--- config.mk ---
export PLATFORM = sky130hd
export DESIGN_NAME = positional_list_insert_erase_unit
export DESIGN_NICKNAME = d
export VERILOG_FILES = /design/src/sv/plie_pkg.sv /design/src/sv/positional_list_insert_erase_unit.sv /design/src/sv/plie_dpath.sv /design/src/sv/plie_ctrl.sv
export VERILOG_INCLUDE_DIRS = /design/src /design/src/sv
export SDC_FILE = /design/constraint.sdc
export NUM_CORES = 2
export LEC_CHECK = 0
export ABC_AREA = 1
export BUFFER_PORTS_ARGS = -buffer_cell sky130_fd_sc_hd__buf_2
export CAP_MARGIN = 25
export CORE_ASPECT_RATIO = 0.8
export CORE_MARGIN = 2
export CORE_UTILIZATION = 40
export CTS_CLUSTER_SIZE = 16
export DETAILED_ROUTE_END_ITERATION = 10
export PLACE_DENSITY = 0.56
export REMOVE_ABC_BUFFERS = 1
export SLEW_MARGIN = 20
export SYNTH_ARGS = -nofsm -noshare
export SYNTH_HDL_FRONTEND = slang
export SYNTH_SLANG_ARGS = --single-unit
export TNS_END_PERCENT = 5
--- constraint.sdc ---
create_clock -name clk -period 6.45 [get_ports clk]
set_input_delay 0.645 -clock clk [delete_from_list [all_inputs] [get_ports clk]]
set_output_delay 0.645 -clock clk [all_outputs]
set_load 0.02 [all_outputs]
--- src/sv/positional_list_insert_erase_unit_defines.svh ---
// Assertion macros shared by the list unit.
// Each expects signals named clk and rst_n in the scope of use.
`ifndef POSITIONAL_LIST_INSERT_ERASE_UNIT_DEFINES_SVH
`define POSITIONAL_LIST_INSERT_ERASE_UNIT_DEFINES_SVH

// Same-cycle implication, disabled while in reset
`define PLIE_ASSERT_NOW(label, ante, cons, msg) \
    label: assert property (@(posedge clk) disable iff (!rst_n) (ante) |-> (cons)) \
        else $error(msg);

// Next-cycle implication, disabled while in reset
`define PLIE_ASSERT_NEXT(label, ante, cons, msg) \
    label: assert property (@(posedge clk) disable iff (!rst_n) (ante) |=> (cons)) \
        else $error(msg);

`endif

--- src/sv/plie_pkg.sv ---
package plie_pkg;

    // Store geometry
    localparam int CAPACITY      = 64;
    localparam int ELEMENT_WIDTH = 32;
    localparam int ADDR_W        = $clog2(CAPACITY);
    localparam int LEN_W         = 7;
    localparam int POS_W         = 7;
    localparam int VALUE_W       = 32;

    typedef enum logic [1:0] {
        CMD_INSERT = 2'd0,
        CMD_ERASE  = 2'd1,
        CMD_READ   = 2'd2,
        CMD_CLEAR  = 2'd3
    } command_t;

    typedef enum logic [1:0] {
        ST_OK    = 2'd0,
        ST_FULL  = 2'd1,
        ST_EMPTY = 2'd2,
        ST_RANGE = 2'd3
    } status_t;

    typedef struct packed {
        command_t             command;
        logic [POS_W-1:0]     position;
        logic [VALUE_W-1:0]   item_value;
    } request_t;

    typedef struct packed {
        status_t              status;
        logic [VALUE_W-1:0]   read_value;
        logic [LEN_W-1:0]     list_length;
    } result_t;

    // Controller to datapath
    typedef struct packed {
        logic latch;
        logic init_ptr;
        logic shift_step;
        logic put_word;
        logic read_issue;
        logic finish;
    } ctrl_cmd_t;

    // Datapath to controller
    typedef struct packed {
        logic     is_ok;
        command_t command;
        logic     has_moves;
        logic     last_src;
    } dp_stat_t;

endpackage

--- src/sv/positional_list_insert_erase_unit.sv ---
// Ordered list of up to 64 words, packed from index 0, in a single-port-write
// memory. A command word (request) is taken at a clock edge where start is
// high and busy is low; busy then stays high until the command is finished.
// Commands: insert at a position up to the length, erase or read at a position
// below the length, clear. Each command gives one result word on result,
// marked by done for exactly one cycle; the receiver cannot hold it off.
// The move loop shifts one entry per cycle through the memory's read and write
// ports. busy drops during the cycle that shows the result, so the next
// command may be taken then.
// Reset empties the list; stored words are not cleared and are never visible
// past the length.
module positional_list_insert_erase_unit
    import plie_pkg::*;
(
    input  logic     clk,
    input  logic     rst_n,
    input  logic     start,
    output logic     busy,
    input  request_t request,
    output logic     done,
    output result_t  result
);

    ctrl_cmd_t ctl;
    dp_stat_t  stat;

    plie_ctrl u_ctrl (
        .clk   (clk),
        .rst_n (rst_n),
        .start (start),
        .stat  (stat),
        .ctl   (ctl),
        .busy  (busy)
    );

    plie_dpath u_dpath (
        .clk     (clk),
        .rst_n   (rst_n),
        .request (request),
        .ctl     (ctl),
        .stat    (stat),
        .done    (done),
        .result  (result)
    );

endmodule

--- src/sv/plie_dpath.sv ---
`include "positional_list_insert_erase_unit_defines.svh"

module plie_dpath
    import plie_pkg::*;
(
    input  logic       clk,
    input  logic       rst_n,
    input  request_t   request,
    input  ctrl_cmd_t  ctl,
    output dp_stat_t   stat,
    output logic       done,
    output result_t    result
);

    logic [ELEMENT_WIDTH-1:0] mem [CAPACITY];

    command_t                 cmd_reg;
    logic [POS_W-1:0]         pos_reg;
    logic [ELEMENT_WIDTH-1:0] val_reg;
    logic [LEN_W-1:0]         count_reg;
    logic [LEN_W-1:0]         count_next;
    logic [ADDR_W-1:0]        ptr_reg;
    logic [ADDR_W-1:0]        ptr_next;
    logic [ADDR_W-1:0]        dst_reg;
    logic [ADDR_W-1:0]        dst_next;
    logic                     pend_reg;
    logic [ELEMENT_WIDTH-1:0] rdata_reg;
    logic                     done_reg;
    result_t                  result_reg;
    result_t                  result_next;
    status_t                  chk_status;
    logic                     rd_en;
    logic [ADDR_W-1:0]        rd_addr;
    logic [LEN_W-1:0]         count_m1;

    assign count_m1 = count_reg - LEN_W'(1);

    // Check the latched word against the current length
    always_comb
    begin
        chk_status = ST_OK;
        case (cmd_reg)
            CMD_INSERT:
            begin
                if (count_reg >= LEN_W'(CAPACITY))
                    chk_status = ST_FULL;
                else if (pos_reg > count_reg)
                    chk_status = ST_RANGE;
            end
            CMD_ERASE, CMD_READ:
            begin
                if (count_reg == '0)
                    chk_status = ST_EMPTY;
                else if (pos_reg >= count_reg)
                    chk_status = ST_RANGE;
            end
            default: chk_status = ST_OK;
        endcase
    end

    // Status toward the controller
    always_comb
    begin
        stat.is_ok   = (chk_status == ST_OK);
        stat.command = cmd_reg;
        if (cmd_reg == CMD_INSERT)
        begin
            stat.has_moves = (pos_reg < count_reg);
            stat.last_src  = (LEN_W'(ptr_reg) == pos_reg);
        end
        else
        begin
            stat.has_moves = ({1'b0, pos_reg} + 8'd1) < {1'b0, count_reg};
            stat.last_src  = (LEN_W'(ptr_reg) == count_m1);
        end
    end

    // Latch the command word
    always_ff @(posedge clk)
    begin
        if (ctl.latch)
        begin
            cmd_reg <= request.command;
            pos_reg <= request.position;
            val_reg <= request.item_value[ELEMENT_WIDTH-1:0];
        end
    end

    // Walk the source pointer; insert moves down, erase moves up
    always_comb
    begin
        ptr_next = ptr_reg;
        dst_next = dst_reg;
        if (ctl.init_ptr)
        begin
            if (cmd_reg == CMD_INSERT)
                ptr_next = ADDR_W'(count_m1);
            else
                ptr_next = ADDR_W'(pos_reg + POS_W'(1));
        end
        else if (ctl.shift_step)
        begin
            if (cmd_reg == CMD_INSERT)
            begin
                ptr_next = ptr_reg - ADDR_W'(1);
                dst_next = ptr_reg + ADDR_W'(1);
            end
            else
            begin
                ptr_next = ptr_reg + ADDR_W'(1);
                dst_next = ptr_reg - ADDR_W'(1);
            end
        end
    end

    always_ff @(posedge clk)
    begin
        ptr_reg <= ptr_next;
        dst_reg <= dst_next;
    end

    // Memory read port
    assign rd_en   = ctl.shift_step | ctl.read_issue;
    assign rd_addr = ctl.read_issue ? ADDR_W'(pos_reg) : ptr_reg;

    always_ff @(posedge clk)
    begin
        if (rd_en)
            rdata_reg <= mem[rd_addr];
    end

    // Memory write port: moved word in the cycle after its read, or the new word
    always_ff @(posedge clk)
    begin
        if (pend_reg)
            mem[dst_reg] <= rdata_reg;
        else if (ctl.put_word)
            mem[ADDR_W'(pos_reg)] <= val_reg;
    end

    // Length after the command
    always_comb
    begin
        count_next = count_reg;
        if (ctl.finish)
        begin
            if (cmd_reg == CMD_CLEAR)
                count_next = '0;
            else if (chk_status == ST_OK && cmd_reg == CMD_INSERT)
                count_next = count_reg + LEN_W'(1);
            else if (chk_status == ST_OK && cmd_reg == CMD_ERASE)
                count_next = count_m1;
        end
    end

    // Build the result word
    always_comb
    begin
        result_next.status      = chk_status;
        result_next.list_length = count_next;
        if (cmd_reg == CMD_READ && chk_status == ST_OK)
            result_next.read_value = VALUE_W'(rdata_reg);
        else
            result_next.read_value = '0;
    end

    always_ff @(posedge clk or negedge rst_n)
    begin
        if (!rst_n)
        begin
            count_reg <= '0;
            pend_reg  <= 1'b0;
            done_reg  <= 1'b0;
        end
        else
        begin
            count_reg <= count_next;
            pend_reg  <= ctl.shift_step;
            done_reg  <= ctl.finish;
        end
    end

    always_ff @(posedge clk)
    begin
        if (ctl.finish)
            result_reg <= result_next;
    end

    assign done   = done_reg;
    assign result = result_reg;

    `PLIE_ASSERT_NOW(a_no_port_clash, ctl.put_word, !pend_reg, "write port clash")
    `PLIE_ASSERT_NOW(a_len_bound, 1'b1, count_reg <= LEN_W'(CAPACITY), "length over capacity")
    `PLIE_ASSERT_NEXT(a_done_pulse, done_reg, !done_reg, "result strobe longer than one cycle")
    `PLIE_ASSERT_NOW(a_fail_zero, done_reg && result_reg.status != ST_OK,
        result_reg.read_value == '0, "failed command returned data")

endmodule

--- src/sv/plie_ctrl.sv ---
module plie_ctrl
    import plie_pkg::*;
(
    input  logic       clk,
    input  logic       rst_n,
    input  logic       start,
    input  dp_stat_t   stat,
    output ctrl_cmd_t  ctl,
    output logic       busy
);

    typedef enum logic [6:0] {
        S_IDLE   = 7'b0000001,
        S_DECODE = 7'b0000010,
        S_SHIFT  = 7'b0000100,
        S_DRAIN  = 7'b0001000,
        S_PUT    = 7'b0010000,
        S_READ   = 7'b0100000,
        S_FINISH = 7'b1000000
    } state_t;

    state_t state_reg;
    state_t state_next;

    // Sequence one command
    always_comb
    begin
        state_next = state_reg;
        ctl        = '0;
        case (state_reg)
            S_IDLE:
            begin
                if (start)
                begin
                    ctl.latch  = 1'b1;
                    state_next = S_DECODE;
                end
            end
            S_DECODE:
            begin
                ctl.init_ptr = 1'b1;
                if (!stat.is_ok || stat.command == CMD_CLEAR)
                    state_next = S_FINISH;
                else if (stat.command == CMD_READ)
                    state_next = S_READ;
                else if (stat.has_moves)
                    state_next = S_SHIFT;
                else if (stat.command == CMD_INSERT)
                    state_next = S_PUT;
                else
                    state_next = S_FINISH;
            end
            S_SHIFT:
            begin
                ctl.shift_step = 1'b1;
                if (stat.last_src)
                    state_next = (stat.command == CMD_INSERT) ? S_DRAIN : S_FINISH;
            end
            S_DRAIN:
            begin
                state_next = S_PUT;
            end
            S_PUT:
            begin
                ctl.put_word = 1'b1;
                ctl.finish   = 1'b1;
                state_next   = S_IDLE;
            end
            S_READ:
            begin
                ctl.read_issue = 1'b1;
                state_next     = S_FINISH;
            end
            S_FINISH:
            begin
                ctl.finish = 1'b1;
                state_next = S_IDLE;
            end
            default:
            begin
                state_next = S_IDLE;
            end
        endcase
    end

    always_ff @(posedge clk or negedge rst_n)
    begin
        if (!rst_n)
            state_reg <= S_IDLE;
        else
            state_reg <= state_next;
    end

    assign busy = (state_reg != S_IDLE);

endmodule

==> impl_metrics.ini <==
[layout]
areaGrowthSynthToFinish_pct = 13.1
fin_nets = 9457
drive_gt1_share_pct = 7.48
largest_reg_flops = 2048

[timing]
max_freq_mhz = 215
rsz0062_at_grt = no
worst_slack_ns = 1.79
setup_viol = 0
timing.final.crit_period_ns = 4.66
worstMarginPinSlew_ns = 1.17
timing.hold.ws_ns = 0.0775
skew_ns = 0.0599
slew-limit-headroom_pct = 21.8
drv_slew = 0
final.setup.tns_ns = 0
period_share_pct = 72.3
final_hold_viol_count = 0

[route]
drtIter0Drc = 8076
vias_per_cell = 5.16
drc = 0
num_vias = 65700
detail-route-antenna-nets = 0
dr.pass1.iters = 6
wire_per_inst_um = 23.4
wl_mm = 299

[clock_tree]
path_clk_slew_ns = 0.06
cts_tree = built
cts_sinks = 2190
cts_root_buf = clkbuf_16
clkLatencyLatePin_ns = 0.88
cts_resized = 0
numCtsBuffers = 219
clock_path_buffers = 4
holdBufCountCts = 42
h-tree-depth = 4
post_cts.repair.setup_buffers = 0

[worst_setup_path]
worst-path-buf-inv = 3
endpoint = u_dpath.rdata_reg[29]$_DFFE_PP_
startpoint = u_dpath.pos_reg[0]$_DFFE_PP_
crit_type = flip-flop to flip-flop
rr_startpoint = u_dpath.pos_reg[0]$_DFFE_PP_
worst-path-stages = 12
slowest_delay_ns = 0.86
critPathRequiredTime_ns = 7.06
rr_worst_depth = 12
r2r_end = u_dpath.rdata_reg[29]$_DFFE_PP_
cp_common_cell = nand3_1
worstSetupEndpointType = flip-flop
crit_chain = buf_4, inv_1, nand3_4, nand2_8, buf_12, nand2_1, nand3_1, nand3_1, nand3_1, nand3_1, nand3_1, nand2_1
start_kind = flip-flop
crit_family = simple AND/OR/NAND/NOR gates
worst_path_max_delay_cell = nand2_8
r2r_slack_ns = 1.79
crit_fanout = 74
cp.arrival_ns = 5.27

[synthesis]
synth_top_area_share_pct = 67.9
ys_ff_latch = 2190
synth_edf_count = 2174
yosys-top-cells-area = edfxtp_1, nand3_1, nand2_1
synth_area_um2 = 96200
seq_area_frac_synth_pct = 68.3
synth_most_common_cell = nand2_1
async_reset_ff_share_pct = 0.731
avgSynthCellArea_um2 = 10.3
synth_flop_cell = edfxtp_1
synth_common_cells = nand2_1, edfxtp_1, nand3_1, inv_1, buf_2
yosysTopAreaCell = edfxtp_1
synth.distinct_cells = 34
yosys_warnings = 0
syn_inst = 9302

[grt]
grtUsageMet1_pct = 33.7
grt_pass1_vias = 61300
grt_max_degree = 123
grt_busiest_layer = met2
grt_pass1_wl_mm = 430
gr-total-overflow = 0
use_met2_pct = 36.7
antenna_found_initial = 16
grt_use_met3_pct = 3.80
grt_usage_pct = 23.8

[die]
rows = 161
coreArea_um2 = 240000
pin_count = 87
initial_core_util_pct = 40.1
die_w_um = 552
dieArea_um2 = 244000
die_h_um = 443

[placed_design]
port-buffer-count = 86
dp_hpwl_mm = 174
place_congestion = 0.880
dpl_worst_slack_ns = 1.87

[power_and_ir_drop]
power_frac_seq_pct = 44.7
power_frac_clock_pct = 34.0
p_int_w = 0.0244
swShare_pct = 31.7
p_per_area_nw_per_um2 = 328
switching_power_w = 0.0113
pwr-share-comb_pct = 21.3
ir_worst_vdd_uv = 240
power.total_w = 0.0357
leakage_nw = 45.6

[job]
max-cap-violations = 0

[outcome]
status = completed

[min_path]
hold_path.class = input port to flip-flop
==> cell families (layout without fill, tap and decap cells) <==
family	count (synthesis)	count (layout)	share of synthesized area [%]
compound gates	91	91	0.523
xor+xnor	18	18	0.164
fa+ha+maj	24	24	0.312
buf+inv	2483	2735	10.3
flops	2190	2190	68.3
other cells	0	8	0
simple gates	4496	4496	20.4
==> per-layer routing <==
layer | vias to the layer above | wire, µm
met4 | 4 | 12900
met3 | 483 | 24500
met2 | 2885 | 134000
met5 | - | 21
met1 | 32000 | 128000
li1 | 30400 | -
==> final cells by class <==
cell class	instances	area (µm²)
fillers	22000	131000
flip-flops and latches	2190	65700
multi-input cells	4629	21600
inverters	2002	7530
clock buffers	271	5720
well taps	3178	3980
repair buffers	347	3440
clock inverters	115	822
diodes	8	20.0
==> per-stage QoR <==
step                      std cells  util, %  area (µm²)
after global routing          12700     45.3      109000
after floorplan                8821        -       93800
after detailed placement      12300     42.4      102000
after CTS                     12700     45.3      109000
after global placement        12300     42.1      101000
final                         12700     45.3      109000
==> layout by cell type, fill, tap and decap left out, types with 3 or more instances in the layout <==
cell type	count
inv_6	3
nand4_1	20
nor3_1	11
clkinvlp_4	5
nand2_1	2175
xor2_1	16
buf_16	12
clkinv_1	52
dfrtp_1	15
a21oi_4	32
ha_1	24
buf_2	86
nand3_1	2120
clkbuf_16	221
buf_4	150
buf_12	55
inv_1	1995
o21ai_2	4
nor4_2	6
clkinv_2	43
a21oi_1	17
nor4_1	3
bufinv_16	10
nand2_8	3
inv_2	4
diode_2	8
o21ai_4	7
o21ai_0	21
nor2_1	91
edfxtp_1	2174
dlygate4sd3_1	42
clkbuf_1	50
o211ai_1	3
nor2_4	60
==> power groups by stage <==
| stage | clock network (W) | registers [W] | logic [W] |
|---|---|---|---|
| after floorplan | 0 | 0.0162 | 0.00594 |
| after global placement | 0 | 0.0163 | 0.00742 |
| after detailed placement | 0 | 0.0163 | 0.00747 |
| after CTS | 0.0123 | 0.0160 | 0.00752 |
| after global routing | 0.0128 | 0.0160 | 0.00818 |
| final | 0.0121 | 0.0160 | 0.00761 |
==> worst min path at each step <==
| stage | slack [ns] | start | depth (start not counted) | end |
|---|---|---|---|---|
| final | 0.08 | start | 3 | u_ctrl.state_reg[1]$_DFFE_PN0P_ |
| after global routing | 0.09 | start | 3 | u_ctrl.state_reg[1]$_DFFE_PN0P_ |
| after CTS | 0.04 | start | 3 | u_ctrl.state_reg[1]$_DFFE_PN0P_ |
| after detailed placement | 0.61 | u_dpath.count_reg[6]$_DFF_PN0_ | 2 | u_dpath.count_reg[6]$_DFF_PN0_ |
| after global placement | 0.62 | u_dpath.count_reg[6]$_DFF_PN0_ | 2 | u_dpath.count_reg[6]$_DFF_PN0_ |
| after floorplan | 0.35 | rst_n | 0 | u_ctrl.state_reg[1]$_DFFE_PN0P_ |
==> tightest hold or removal path: stages <==
cell and delay (ns):
buf_2 0.07, inv_1 0.07, nor2_1 0.10
Power figures use the tool's default switching activity.
